$ cat config.mk
export PLATFORM = sky130hd
export DESIGN_NAME = majorana_pauli_string_generator_top
export DESIGN_NICKNAME = d
export VERILOG_FILES = /design/src/rtl/core/mpsg_pkg.sv /design/src/rtl/core/mpsg_op_unit.sv /design/src/rtl/core/majorana_pauli_string_generator_top.sv
export SDC_FILE = /design/constraint.sdc
export NUM_CORES = 1
export LEC_CHECK = 0
export CAP_MARGIN = 20
export CORE_MARGIN = 5
export CORE_UTILIZATION = 55
export CTS_CLUSTER_SIZE = 10
export DETAILED_ROUTE_END_ITERATION = 10
export DONT_BUFFER_PORTS = 1
export PLACE_DENSITY_LB_ADDON = 0.05
export SYNTH_ARGS = -nofsm -noshare
export SYNTH_HDL_FRONTEND = slang
export SYNTH_SLANG_ARGS = --single-unit
$ cat constraint.sdc
create_clock -name clk_i -period 6.6 [get_ports clk_i]
set_input_delay 0.66 -clock clk_i [delete_from_list [all_inputs] [get_ports clk_i]]
set_output_delay 0.66 -clock clk_i [all_outputs]
set_load 0.05 [all_outputs]
$ cat src/rtl/core/mpsg_pkg.sv
package mpsg_pkg;

  // Largest supported mode count, which is also the qubit count
  localparam int unsigned MaxModes = 64;
  localparam int unsigned QubitW   = $clog2(MaxModes);
  localparam int unsigned CountW   = QubitW + 1;
  localparam int unsigned IndexW   = CountW;

  // Configuration register indexes
  localparam int unsigned CfgIdxW = 2;
  localparam logic [CfgIdxW-1:0] CFG_MODE_COUNT = 2'd0;
  localparam logic [CfgIdxW-1:0] CFG_MAPPING    = 2'd1;

  // Mapping select codes; the unused code behaves as Jordan-Wigner
  localparam logic [1:0] MAP_JW     = 2'd0;
  localparam logic [1:0] MAP_PARITY = 2'd1;
  localparam logic [1:0] MAP_BK     = 2'd2;

  // Pauli factor codes
  typedef enum logic [1:0] {
    OP_NONE = 2'd0,
    OP_X    = 2'd1,
    OP_Y    = 2'd2,
    OP_Z    = 2'd3
  } pauli_e;

  // One qubit lookup for the operator unit
  typedef struct packed {
    logic [1:0]        mapping;
    logic [QubitW-1:0] mode;
    logic              odd;
    logic [QubitW-1:0] qubit;
  } op_req_t;

endpackage

$ cat src/rtl/core/mpsg_op_unit.sv
module mpsg_op_unit (
  input  mpsg_pkg::op_req_t req_i,
  output mpsg_pkg::pauli_e  op_o
);
  import mpsg_pkg::*;

  logic [QubitW-1:0] j;
  logic [QubitW-1:0] q;
  logic [QubitW:0]   q_inc;
  logic              par_hit;
  logic              par_keep;
  logic              upd_hit;

  assign j     = req_i.mode;
  assign q     = req_i.qubit;
  assign q_inc = {1'b0, q} + {{QubitW{1'b0}}, 1'b1};

  // Bravyi-Kitaev tree membership, one independent check per tree level b.
  // Parity node at level b: j[b] set, q shares j above b, q[b:0] = 0 then ones.
  // Update node at level b: j[b] clear, q shares j above b, q[b:0] all ones.
  always_comb begin
    logic [QubitW-1:0] lo_mask;
    logic [QubitW-1:0] par_pat;
    logic              hi_eq;
    logic              flip;
    par_hit  = 1'b0;
    par_keep = 1'b0;
    upd_hit  = 1'b0;
    for (int b = 0; b < QubitW; b++) begin
      lo_mask = QubitW'((1 << (b + 1)) - 1);
      par_pat = QubitW'((1 << b) - 1);
      hi_eq   = ((q & ~lo_mask) == (j & ~lo_mask));
      flip    = ((j & lo_mask) == lo_mask);
      if (j[b] && hi_eq && ((q & lo_mask) == par_pat)) begin
        par_hit = 1'b1;
        if (!(req_i.odd && flip)) begin
          par_keep = 1'b1;
        end
      end
      if (!j[b] && hi_eq && ((q & lo_mask) == lo_mask)) begin
        upd_hit = 1'b1;
      end
    end
  end

  // Factor on this qubit for the selected mapping
  always_comb begin
    op_o = OP_NONE;
    case (req_i.mapping)
      MAP_PARITY: begin
        if (q == j) begin
          op_o = req_i.odd ? OP_Y : OP_X;
        end else if (q > j) begin
          op_o = OP_X;
        end else if (!req_i.odd && (q_inc == {1'b0, j})) begin
          op_o = OP_Z;
        end
      end
      MAP_BK: begin
        if (q == j) begin
          op_o = req_i.odd ? OP_Y : OP_X;
        end else if (par_hit && par_keep) begin
          op_o = OP_Z;
        end else if (upd_hit) begin
          op_o = OP_X;
        end
      end
      default: begin
        if (q == j) begin
          op_o = req_i.odd ? OP_Y : OP_X;
        end else if (q < j) begin
          op_o = OP_Z;
        end
      end
    endcase
  end

endmodule

$ cat src/rtl/core/majorana_pauli_string_generator_top.sv
// Majorana Pauli string generator: one command scans qubits 0..n-1, n the mode count,
// one qubit a cycle through a shared operator unit, then flushes the held entry.
// A new command is taken only when the block is idle again.
// Entries trail discovery by the held slot, and the receiver cannot stall.
// An out-of-range index answers next cycle, never busy.
// Reset (rst_ni low, asynchronous) idles the block, mode count 1, Jordan-Wigner.
module majorana_pauli_string_generator_top (
  input  logic                           clk_i,
  input  logic                           rst_ni,
  // command
  input  logic                           start,
  output logic                           busy,
  input  logic [mpsg_pkg::IndexW-1:0]    majorana_index_i,
  // configuration write
  input  logic                           cfg_valid_i,
  output logic                           cfg_ready_o,
  input  logic [mpsg_pkg::CfgIdxW-1:0]   cfg_index_i,
  input  logic [mpsg_pkg::CountW-1:0]    cfg_data_i,
  // results
  output logic                           result_valid_o,
  output logic [mpsg_pkg::QubitW-1:0]    qubit_index_o,
  output logic [1:0]                     pauli_op_o,
  output logic                           last_entry_o,
  output logic                           range_error_o
);
  import mpsg_pkg::*;

  typedef enum logic [1:0] {
    ST_IDLE,
    ST_SCAN,
    ST_FLUSH
  } state_e;

  // Configuration registers
  logic [CountW-1:0] mode_count_q;
  logic [1:0]        mapping_q;

  assign cfg_ready_o = 1'b1;

  always_ff @(posedge clk_i or negedge rst_ni) begin
    if (!rst_ni) begin
      mode_count_q <= CountW'(1);
      mapping_q    <= MAP_JW;
    end else if (cfg_valid_i && cfg_ready_o) begin
      unique case (cfg_index_i)
        CFG_MODE_COUNT: mode_count_q <= cfg_data_i;
        CFG_MAPPING:    mapping_q    <= cfg_data_i[1:0];
        default: ;
      endcase
    end
  end

  // Effective mode count, saturated
  logic [CountW-1:0] nm;
  logic              range_err;

  assign nm        = (mode_count_q > CountW'(MaxModes)) ? CountW'(MaxModes) : mode_count_q;
  assign range_err = {1'b0, majorana_index_i} >= {nm, 1'b0};

  // Sequencer registers
  state_e            state_q, state_d;
  logic [QubitW-1:0] qubit_q, qubit_d;
  logic [QubitW-1:0] mode_q, mode_d;
  logic              odd_q, odd_d;
  logic              pend_vld_q, pend_vld_d;
  logic [QubitW-1:0] pend_qubit_q, pend_qubit_d;
  pauli_e            pend_op_q, pend_op_d;
  logic              res_vld_q, res_vld_d;
  logic [QubitW-1:0] res_qubit_q, res_qubit_d;
  pauli_e            res_op_q, res_op_d;
  logic              res_last_q, res_last_d;
  logic              res_err_q, res_err_d;

  // Shared operator unit
  op_req_t unit_req;
  pauli_e  unit_op;
  logic    scan_end;

  assign unit_req.mapping = mapping_q;
  assign unit_req.mode    = mode_q;
  assign unit_req.odd     = odd_q;
  assign unit_req.qubit   = qubit_q;

  mpsg_op_unit u_op_unit (
    .req_i (unit_req),
    .op_o  (unit_op)
  );

  assign scan_end = ({1'b0, qubit_q} == (nm - CountW'(1)));
  assign busy     = (state_q != ST_IDLE);

  // Next-state logic; one held entry gives the lookahead for the last mark
  always_comb begin
    state_d      = state_q;
    qubit_d      = qubit_q;
    mode_d       = mode_q;
    odd_d        = odd_q;
    pend_vld_d   = pend_vld_q;
    pend_qubit_d = pend_qubit_q;
    pend_op_d    = pend_op_q;
    res_vld_d    = 1'b0;
    res_qubit_d  = res_qubit_q;
    res_op_d     = res_op_q;
    res_last_d   = res_last_q;
    res_err_d    = res_err_q;
    unique case (state_q)
      ST_IDLE: begin
        if (start) begin
          if (range_err) begin
            res_vld_d   = 1'b1;
            res_qubit_d = '0;
            res_op_d    = OP_NONE;
            res_last_d  = 1'b1;
            res_err_d   = 1'b1;
          end else begin
            state_d    = ST_SCAN;
            qubit_d    = '0;
            mode_d     = majorana_index_i[IndexW-1:1];
            odd_d      = majorana_index_i[0];
            pend_vld_d = 1'b0;
          end
        end
      end
      ST_SCAN: begin
        if (unit_op != OP_NONE) begin
          if (pend_vld_q) begin
            res_vld_d   = 1'b1;
            res_qubit_d = pend_qubit_q;
            res_op_d    = pend_op_q;
            res_last_d  = 1'b0;
            res_err_d   = 1'b0;
          end
          pend_vld_d   = 1'b1;
          pend_qubit_d = qubit_q;
          pend_op_d    = unit_op;
        end
        if (scan_end) begin
          state_d = ST_FLUSH;
        end else begin
          qubit_d = qubit_q + QubitW'(1);
        end
      end
      ST_FLUSH: begin
        res_vld_d   = 1'b1;
        res_qubit_d = pend_qubit_q;
        res_op_d    = pend_op_q;
        res_last_d  = 1'b1;
        res_err_d   = 1'b0;
        state_d     = ST_IDLE;
      end
      default: begin
        state_d = ST_IDLE;
      end
    endcase
  end

  // State and registered outputs
  always_ff @(posedge clk_i or negedge rst_ni) begin
    if (!rst_ni) begin
      state_q      <= ST_IDLE;
      qubit_q      <= '0;
      mode_q       <= '0;
      odd_q        <= 1'b0;
      pend_vld_q   <= 1'b0;
      pend_qubit_q <= '0;
      pend_op_q    <= OP_NONE;
      res_vld_q    <= 1'b0;
      res_qubit_q  <= '0;
      res_op_q     <= OP_NONE;
      res_last_q   <= 1'b0;
      res_err_q    <= 1'b0;
    end else begin
      state_q      <= state_d;
      qubit_q      <= qubit_d;
      mode_q       <= mode_d;
      odd_q        <= odd_d;
      pend_vld_q   <= pend_vld_d;
      pend_qubit_q <= pend_qubit_d;
      pend_op_q    <= pend_op_d;
      res_vld_q    <= res_vld_d;
      res_qubit_q  <= res_qubit_d;
      res_op_q     <= res_op_d;
      res_last_q   <= res_last_d;
      res_err_q    <= res_err_d;
    end
  end

  assign result_valid_o = res_vld_q;
  assign qubit_index_o  = res_qubit_q;
  assign pauli_op_o     = res_op_q;
  assign last_entry_o   = res_last_q;
  assign range_error_o  = res_err_q;

`ifndef SYNTHESIS
  // error beat is a lone, terminal, op-less entry
  assert property (@(posedge clk_i) disable iff (!rst_ni)
    result_valid_o && range_error_o |-> last_entry_o && (pauli_op_o == OP_NONE))
    else $error("error beat malformed");

  // every normal beat carries a real factor
  assert property (@(posedge clk_i) disable iff (!rst_ni)
    result_valid_o && !range_error_o |-> (pauli_op_o != OP_NONE))
    else $error("normal beat without a factor");

  // out-of-range command answers next cycle and does not go busy
  assert property (@(posedge clk_i) disable iff (!rst_ni)
    start && !busy && range_err |=> result_valid_o && range_error_o && !busy)
    else $error("missing error beat");

  // flush always ends the string with a marked beat and idles
  assert property (@(posedge clk_i) disable iff (!rst_ni)
    (state_q == ST_FLUSH) |=> result_valid_o && last_entry_o && !busy)
    else $error("string not terminated");

  // a scan always holds an entry by the time it flushes
  assert property (@(posedge clk_i) disable iff (!rst_ni)
    (state_q == ST_FLUSH) |-> pend_vld_q)
    else $error("flush with no held entry");
`endif

endmodule

# [Word-level counts from Yosys, hierarchy flattened]
# Cells that the tools add are included.
# W data, S select, Z words.
[classes] addsub=3 n_mul=0 div_mod_pow=0 magnitude_cmp=4 eq_ne=35 shift=0 muxes=68 n_bitwise=1 n_reduce_logical=52
[op_table] cell="$mux W6" count=7
[op_table] cell="$mux W1" count=36
[op_table] cell="$logic_and A1 B1 Y1" count=30
[op_table] cell="$mux W2" count=15
[op_table] cell="$pmux W6 S3" count=1
[op_table] cell="$ne A2 B2 Y1 const B" count=7
[op_table] cell="$eq A6 B6 Y1 const B" count=2
[op_table] cell="$pmux W6 S2" count=1
[op_table] cell="$eq A5 B5 Y1 const B" count=2
[op_table] cell="$pmux W1 S3" count=3
[op_table] cell="$eq A2 B1 Y1 const B" count=4
[op_table] cell="$eq A2 B2 Y1 const B" count=4
[op_table] cell="$eq A4 B4 Y1 const B" count=2
[op_table] cell="$ge A7 B8 Y1" count=1
[op_table] cell="$pmux W2 S2" count=2
[op_table] cell="$reduce_and A4 Y1" count=2
[op_table] cell="$add A6 B1 Y7 const B" count=1
[op_table] cell="$eq A6 B7 Y1" count=1
[op_table] cell="$eq A7 B6 Y1" count=1
[op_table] cell="$gt A7 B7 Y1 const B" count=1
[op_table] cell="$logic_not A1 Y1" count=7
[op_table] cell="$mux W7" count=1
[op_table] cell="$sub A7 B1 Y7 const B" count=1
[op_table] cell="$add A6 B1 Y6 const B" count=1
[op_table] cell="23 further kinds" count=30
[totals] register_bits=44 latch_bits=0 ramBits=0 mem_bits_ro=0 input_bits=20 out_inout_bits=13 elab_cells=177 n_memories=0

# [Depth between registers and ports, before layout]
# Gate-level depths: netlist (run 1).
[depth] ltp_word=21 ltp_mapped=13 ltp_nobuf=10

# [Hierarchy]
# Synthesis (run 1) repeated with hierarchy kept, for this count alone.
[hier_totals] cells_unflattened=318 area_unflattened_um2=3045.4
[modules_own_cells] mod="majorana_pauli_string_generator_top" instances=1 cells_each=237 area_each_um2=2448.6 seq_area_each_um2=1102.3
[modules_own_cells] mod="mpsg_op_unit" instances=1 cells_each=81 area_each_um2=596.8 seq_area_each_um2=0.0

# [Least setup slack after synthesis (run 1)]
# OpenSTA, ideal clock, no wires.
[synth_timing] kind="flip-flop to flip-flop" startpoint="register mode_count_q[6]" endpoint="register mode_q[1]" setup_time_ps=125 arrival_ps=2768 t_required_ps=6475 path_slack_ps=3707 path_stages_with_launch=12 path_buffers=2 synth_period_minus_slack_ps=2893 path_cell_list="dfrtp_1 clkbuf_1 buf_1 nand2b_1 inv_1 ha_1 nor2b_1 o221ai_1 a2111oi_0 nor2_1 nand2_1 mux2_2"
[synth_via] elab_chain_len=5
[synth_lines] element="start, declared" line_no="majorana_pauli_string_generator_top.sv:35" text="logic [CountW-1:0] mode_count_q;"
[synth_lines] element="start signal, assigned" line_no="majorana_pauli_string_generator_top.sv:42" text="mode_count_q <= CountW'(1);"
[synth_lines] element="start signal, assigned" line_no="majorana_pauli_string_generator_top.sv:46" text="CFG_MODE_COUNT: mode_count_q <= cfg_data_i;"
[synth_lines] element="$gt A7 B7 Y1" line_no="majorana_pauli_string_generator_top.sv:57" text="assign nm = (mode_count_q > CountW'(MaxModes)) ? CountW'(MaxModes) : mode_count_q;"
[synth_lines] element="$mux W7 (*)" line_no="majorana_pauli_string_generator_top.sv:57"
[synth_lines] element="$ge A7 B8 Y1 (*)" line_no="majorana_pauli_string_generator_top.sv:58" text="assign range_err = {1'b0, majorana_index_i} >= {nm, 1'b0};"
[synth_lines] element="$not A1 Y1 (no source line) (*)"
[synth_lines] element="$reduce_and A3 Y1 (no source line) (*)"
[synth_lines] element="end signal, assigned" line_no="majorana_pauli_string_generator_top.sv:175" text="mode_q <= mode_d;"
[synth_lines] element="end, declared" line_no="majorana_pauli_string_generator_top.sv:63" text="logic [QubitW-1:0] mode_q, mode_d;"
# Every way passes the cells marked *; elsewhere a longest branch is shown, timed or not.
# A chain may end at the register's enable or synchronous reset.

# [Worst setup path after layout (run 1)]
[layout_timing] startpoint="register mode_count_q[6]" endpoint="register res_qubit_q[0], in the netlist qubit_index_o[0]"
[layout_via] elab_chain_len=5
[layout_lines] element="$gt A7 B7 Y1" line_no="majorana_pauli_string_generator_top.sv:57"
[layout_lines] element="$mux W7 (*)" line_no="majorana_pauli_string_generator_top.sv:57"
[layout_lines] element="$ge A7 B8 Y1 (*)" line_no="majorana_pauli_string_generator_top.sv:58"
[layout_lines] element="$ne A2 B2 Y1 (no source line) (*)"
[layout_lines] element="$reduce_and A5 Y1 (no source line) (*)"
[layout_lines] element="end signal, assigned" line_no="majorana_pauli_string_generator_top.sv:181" text="res_qubit_q <= res_qubit_d;"
[layout_lines] element="end, declared" line_no="majorana_pauli_string_generator_top.sv:69" text="logic [QubitW-1:0] res_qubit_q, res_qubit_d;"
# Marked as above.

==> results of run 1 <==
==> kinds of logic after synthesis <==
kind of cell | Yosys count | share of synthesized area
xor+xnor | 13 | 0.04113
simple gates | 75 | 0.1419
fa+ha+maj | 25 | 0.1008
buf+inv | 41 | 0.05725
other cells | 1 | 0.001209
flops | 44 | 0.3552
compound gates | 85 | 0.2157
mux | 22 | 0.08669
==> worst max-delay path by stage <==
| stage | to | slack (ps) | cells past startpoint |
|---|---|---|---|
| final | qubit_index_o[0] | 3240 | 10 |
| after global routing | qubit_index_o[5] | 2840 | 10 |
| after CTS | qubit_index_o[0] | 3200 | 10 |
| after detailed placement | pauli_op_o[0] | 3200 | 10 |
| after global placement | qubit_index_o[5] | 3250 | 10 |
| after floorplan | mode_q[1] | 3710 | 11 |
==> state kept, by name, summed over array words and instances (netlist names), 2 cells and up <==
name and cells:
mode_count_q 7, qubit_q 6, mode_q 6, pend_op_q 2, pauli_op_o 2, qubit_index_o 6, state_q 2, mapping_q 2
pend_qubit_q 6
==> routing by layer <==
| layer | up-vias | track usage | part of all wire |
|---|---|---|---|
| li1 | 1122 | - | - |
| met1 | 1105 | 0.2716 | 0.49 |
| met2 | 45 | 0.3129 | 0.46 |
| met3 | 8 | 0.04854 | 0.042 |
| met4 | 0 | 0.06043 | 0.014 |
| met5 | - | 0 | 0 |
==> cells in the mapped netlist, drive strengths merged (3+ instances only) <==
| master | instances | area (sq um) |
|---|---|---|
| and3 | 5 | 37.54 |
| o2bb2ai | 10 | 93.84 |
| nand3b | 3 | 22.52 |
| nand2b | 9 | 56.30 |
| xor2 | 5 | 43.79 |
| mux2 | 21 | 259.0 |
| a32o | 4 | 41.29 |
| nand4 | 3 | 18.77 |
| dfrtp | 43 | 1076 |
| buf | 9 | 56.30 |
| a21oi | 10 | 61.31 |
| nor3 | 4 | 20.02 |
| a21o | 4 | 30.03 |
| a22o | 4 | 36.29 |
| nand3 | 16 | 80.08 |
| nor2 | 6 | 22.52 |
| inv | 26 | 97.59 |
| o31a | 3 | 27.53 |
| nor3b | 3 | 22.52 |
| nand2 | 10 | 37.54 |
| nor4 | 5 | 46.29 |
| ha | 25 | 312.8 |
| a31oi | 3 | 18.77 |
| o211ai | 4 | 30.03 |
| a211oi | 3 | 22.52 |
| xnor2 | 7 | 61.31 |
| a2bb2oi | 3 | 26.28 |
| nor2b | 4 | 25.02 |
| clkbuf | 6 | 23.77 |
| o21ai | 16 | 80.08 |
==> final cells by class <==
| cell class | instances | share of cell area |
|---|---|---|
| multi-input combinational | 221 | 0.5645 |
| inverter | 26 | 0.03022 |
| clock buffer | 5 | 0.02131 |
| sequential | 44 | 0.3413 |
| clock inverter | 3 | 0.01472 |
| tap | 72 | 0.02790 |
==> per-stage QoR <==
stage          hold WS (ps)    util
6_report              39.43  0.5865
5_1_grt               18.99  0.5865
4_1_cts               27.16  0.5865
3_5_place_dp          365.9  0.5653
3_3_place_gp          365.8  0.5653
2_1_floorplan         364.4       -
==> where the power goes <==
group / internal (W) / switching (W) / total, W
clock network: 0.000114 / 0.0000999 / 0.000214
logic: 0.000275 / 0.000347 / 0.000622
registers: 0.000354 / 0.000195 / 0.000549
==> results_dict.tcl, run 1 <==
set metrics [dict create \
    post_cts_resized 0 \
    rr_worst_depth 10 \
    syn_area_sq_mm 0.003103 \
    hold_violations 0 \
    core-area_sq_mm 0.005507 \
    die-width_um 85.11 \
    grt.overflow.total 0 \
    peakVddDrop_v 0.0002622 \
    r2r_end "qubit_index_o[0]" \
    detailed_place.area_sq_mm 0.003113 \
    worstMarginPinSlew_ps 1057 \
    grt_max_degree 45 \
    dp_hpwl_mm 5.080 \
    drtPass1Iterations 4 \
    grt_pass1_vias 2343 \
    ys_warn_count 0 \
    finalSetupViolCount 0 \
    critPathSlowestCell "a31oi_1" \
    grt_use_total 0.1991 \
    synthFlopType "dfrtp_1" \
    vias 2280 \
    outcome "finished, final reports clean" \
    max_cap_violations 0 \
    path_class "flip-flop to flip-flop" \
    crit_chain "nand2b_1 -> inv_1 -> ha_1 -> nor2b_1 -> o221ai_1 -> a21oi_1 -> nand4b_1 -> a31oi_1 -> o311ai_4 -> o2bb2ai_1" \
    rows 27 \
    gp_congestion 0.8947 \
    tns_ps 0 \
    die_area_sq_mm 0.007244 \
    final_area_sq_mm 0.003229 \
    finalClockSkew_ps 15.76 \
    instances_no_fill 371 \
    hold_class "primary input to async pin" \
    ys_types 69 \
    fp.dieH_um 85.11 \
    nNetsFinal 343 \
    crit-reg2reg-launch "mode_count_q[6]" \
    synth_seq_cells 44 \
    path_buf_inv 1 \
    avgSynthCellArea_sq_um 10.14 \
    path_clk_slew_ps 100 \
    antennaDiodeCount 0 \
    final.period_utilization 0.5091 \
    async_reset_ff_frac 1.000 \
    synth-seq-area-share 0.3552 \
    drive_gt1_frac 0.1405 \
    synth_edf_count 0 \
    postCtsSetupBuffers 0 \
    drtAntennaViolNets 0 \
    drc 0 \
    drv_slew 0 \
    preCtsSetupSlack_ps 3201 \
    cts_buffer_depth 2 \
    viasPerCell 6.146 \
    final_cell_mix "43 x dfrtp_1, 26 x inv_1, 25 x ha_1" \
    clock_latency_ps 310 \
    io_buffers 0 \
    path_max_fanout 21 \
    antenna_found_initial 0 \
    area_growth_pct 4.073 \
    cts_tree "built" \
    critPathMaxStageDelay_ps 860 \
    p_per_area_mw_per_mm2 428.6 \
    cts_htree_levels 2 \
    postCtsHoldBufs 0 \
    seq_area_sq_mm 0.001102 \
    slew_headroom 0.2918 \
    ioPinCount 33 \
    worstPathArrival_ps 3550 \
    max_freq_ghz 0.2976 \
    placed_cells 363 \
    cp_top_family "compound AO/OA/AOI/OAI gates" \
    grt_first_pass_wirelength_mm 11.59 \
    syn-num-nets 351 \
    clock-sinks 44 \
    synth_cells 306 \
    crit_path_end_kind "flip-flop" \
    cp-startpoint "mode_count_q[6]" \
    r2r_setup_slack_ps 3240 \
    p_leak_nw 1.411 \
    drt-total-wl_mm 6.749 \
    cts_buffers 5 \
    start_kind "flip-flop" \
    rsz0062_at_grt "false" \
    fill_cells 479 \
    fin_ws_ps 3240 \
    cts_root_buffer "clkbuf_8" \
    final.min_clock_period_ps 3360 \
    layout.cells.most_common "dfrtp_1" \
    start_util 0.5635 \
    cp.required_ps 6790 \
    routedWlPerCell_um 18.19 \
    multiInputGateArea_sq_mm 0.001823 \
    p_total_w 0.001384 \
    drt_iter0_markers 96 \
]
No activity file was read; power rests on OpenSTA's default activity.
==> run 2, diff against run 1 <==
clock period = 3.16 ns   (was 6.6 ns; I/O delays follow)
==> run 2 against run 1 <==
Against the previous run:
- flip-flop and latch count unchanged
- critical path depth did not move
- non-clock buffer count is 14 higher
- sequential power rose by 93%
- highest routed layer unchanged
==> results_dict.tcl, run 2 (synthesis results as in run 1) <==
set metrics [dict create \
    worstPathArrival_ps 3120 \
    path_class "flip-flop to flip-flop" \
    swShare 0.4555 \
    path_clk_slew_ps 80 \
    seq_area_sq_mm 0.001102 \
    cts_buffer_depth 2 \
    viasPerCell 6.119 \
    cp_top_family "compound AO/OA/AOI/OAI gates" \
    drc 0 \
    tns_ps 0 \
    clock_latency_ps 290 \
    drt_iter0_markers 85 \
    grt_max_degree 45 \
    path_common_cell "ha_1" \
    postCtsSetupBuffers 0 \
    holdPathEnd "mode_q[3]" \
    final.min_clock_period_ps 2940 \
    nNetsFinal 357 \
    antennaDiodeCount 0 \
    largest_reg_flops 7 \
    holdWs_ps 166.5 \
    area_growth_pct 7.903 \
    r2r_setup_slack_ps 220 \
    crit_path_end_kind "flip-flop" \
    grt_pass1_vias 2422 \
    drv_slew 0 \
    critPathMaxStageDelay_ps 430 \
    drtAntennaViolNets 0 \
    cts_htree_levels 2 \
    post_cts_resized 0 \
    cp.required_ps 3340 \
    ioPinCount 33 \
    p_total_w 0.002975 \
    crit_chain "ha_1 -> and3_4 -> ha_1 -> xor2_1 -> nand4_1 -> nor3_1 -> a221o_1 -> a32o_2 -> a21oi_4 -> mux2_4" \
    crit-reg2reg-launch "qubit_q[0]" \
    worstMarginPinSlew_ps 902.5 \
    fill_cells 477 \
    routedWlPerCell_um 18.16 \
    clock-sinks 44 \
    combPwrFrac 0.501 \
    dp_hpwl_mm 5.455 \
    antenna_found_initial 0 \
    clkPwrFrac 0.141 \
    layout.cells.most_common "dfrtp_1" \
    drt-total-wl_mm 6.990 \
    drive_gt1_frac 0.1725 \
    p_leak_nw 1.486 \
    rows 27 \
    fp.dieH_um 85.11 \
    gp_congestion 0.8244 \
    p_sw_w 0.001355 \
    p_int_w 0.001620 \
    r2r_end "pend_qubit_q[0]" \
    hold_violations 0 \
    peakVddDrop_v 0.0005196 \
    rsz0062_at_grt "false" \
    grt_first_pass_wirelength_mm 12.12 \
    grt_use_total 0.2070 \
    critPathSlowestCell "dfrtp_1" \
    finalClockSkew_ps 10.87 \
    path_buf_inv 0 \
    multiInputGateArea_sq_mm 0.001823 \
    vias 2356 \
    regMostFlops "mode_count_q" \
    slew_headroom 0.3970 \
    rr_worst_depth 10 \
    io_buffers 0 \
    seqPwrFrac 0.358 \
    final.period_utilization 0.9305 \
    outcome "finished, final reports clean" \
    drtPass1Iterations 4 \
    final_cell_mix "43 x dfrtp_1, 26 x inv_1, 25 x ha_1" \
    die_area_sq_mm 0.007244 \
    finalSetupViolCount 0 \
    whs_path_depth 1 \
    start_kind "flip-flop" \
    start_util 0.5635 \
    path_max_fanout 7 \
    hold_class "primary input to flip-flop" \
    p_per_area_mw_per_mm2 888.5 \
    max_cap_violations 0 \
    cts_tree "built" \
    cts_buffers 5 \
    die-width_um 85.11 \
    min-delay-start "majorana_index_i[4]" \
    core-area_sq_mm 0.005507 \
    postCtsHoldBufs 2 \
    max_freq_ghz 0.3401 \
    grt.overflow.total 0 \
    cts_root_buffer "clkbuf_8" \
]
## run 2: stage by stage
stage / instances / setup WS, ps / instance area, sq um / util
3_5_place_dp: 375 / 237.6 / 3203 / 0.5817
5_1_grt: 385 / 70.71 / 3348 / 0.6080
2_1_floorplan: 306 / 267.3 / 3103 / -
4_1_cts: 385 / 217.0 / 3348 / 0.6080
3_3_place_gp: 375 / 297.9 / 3203 / 0.5817
6_report: 385 / 219.7 / 3348 / 0.6080
## run 2: worst register-to-register path, delay by kind of cell (launching register included)
family	cells	cell delay [ps]
flip-flops	1	430
AO/OA/AOI/OAI	3	960
XOR/XNOR	1	150
AND/OR/NAND/NOR	3	370
adder cells (fa/ha/maj)	2	580
multiplexers	1	330
## run 2: power groups by stage
stage / Sequential, W / Combinational [W] / Clock, W
floorplan: 0.00101 / 0.00117 / 0
global placement: 0.00107 / 0.00145 / 0
detailed placement: 0.00107 / 0.00147 / 0
CTS: 0.00106 / 0.00149 / 0.000435
global route: 0.00109 / 0.00166 / 0.000462
finish: 0.00106 / 0.00149 / 0.000421
## run 2: how the worst max path moves through the flow
stage                     cells after the start              end       startpoint  slack (ps)
after floorplan                              11        mode_q[1]  mode_count_q[6]         270
after global placement                       10  pend_qubit_q[4]       qubit_q[0]         300
after CTS                                    10  pend_qubit_q[4]       qubit_q[0]         220
after global routing                         10    range_error_o       qubit_q[0]          70
after detailed placement                     10  pend_qubit_q[4]       qubit_q[0]         240
final                                        10  pend_qubit_q[0]       qubit_q[0]         220
## run 2: layer usage
metal	track usage	vias to the layer above	wire length (um)
li1	-	1153	-
met1	0.2753	1156	3367
met2	0.3453	41	3247
met3	0.04563	6	315
met4	0.04604	0	59
met5	0	-	0
## run 2: layout make-up
type	count	share of cell area
Inverter	26	0.02915
Tap cell	72	0.02691
Sequential cell	44	0.3292
Timing Repair Buffer	14	0.03812
Multi-Input combinational cell	221	0.5445
Clock buffer	6	0.02167
Clock inverter	2	0.01046
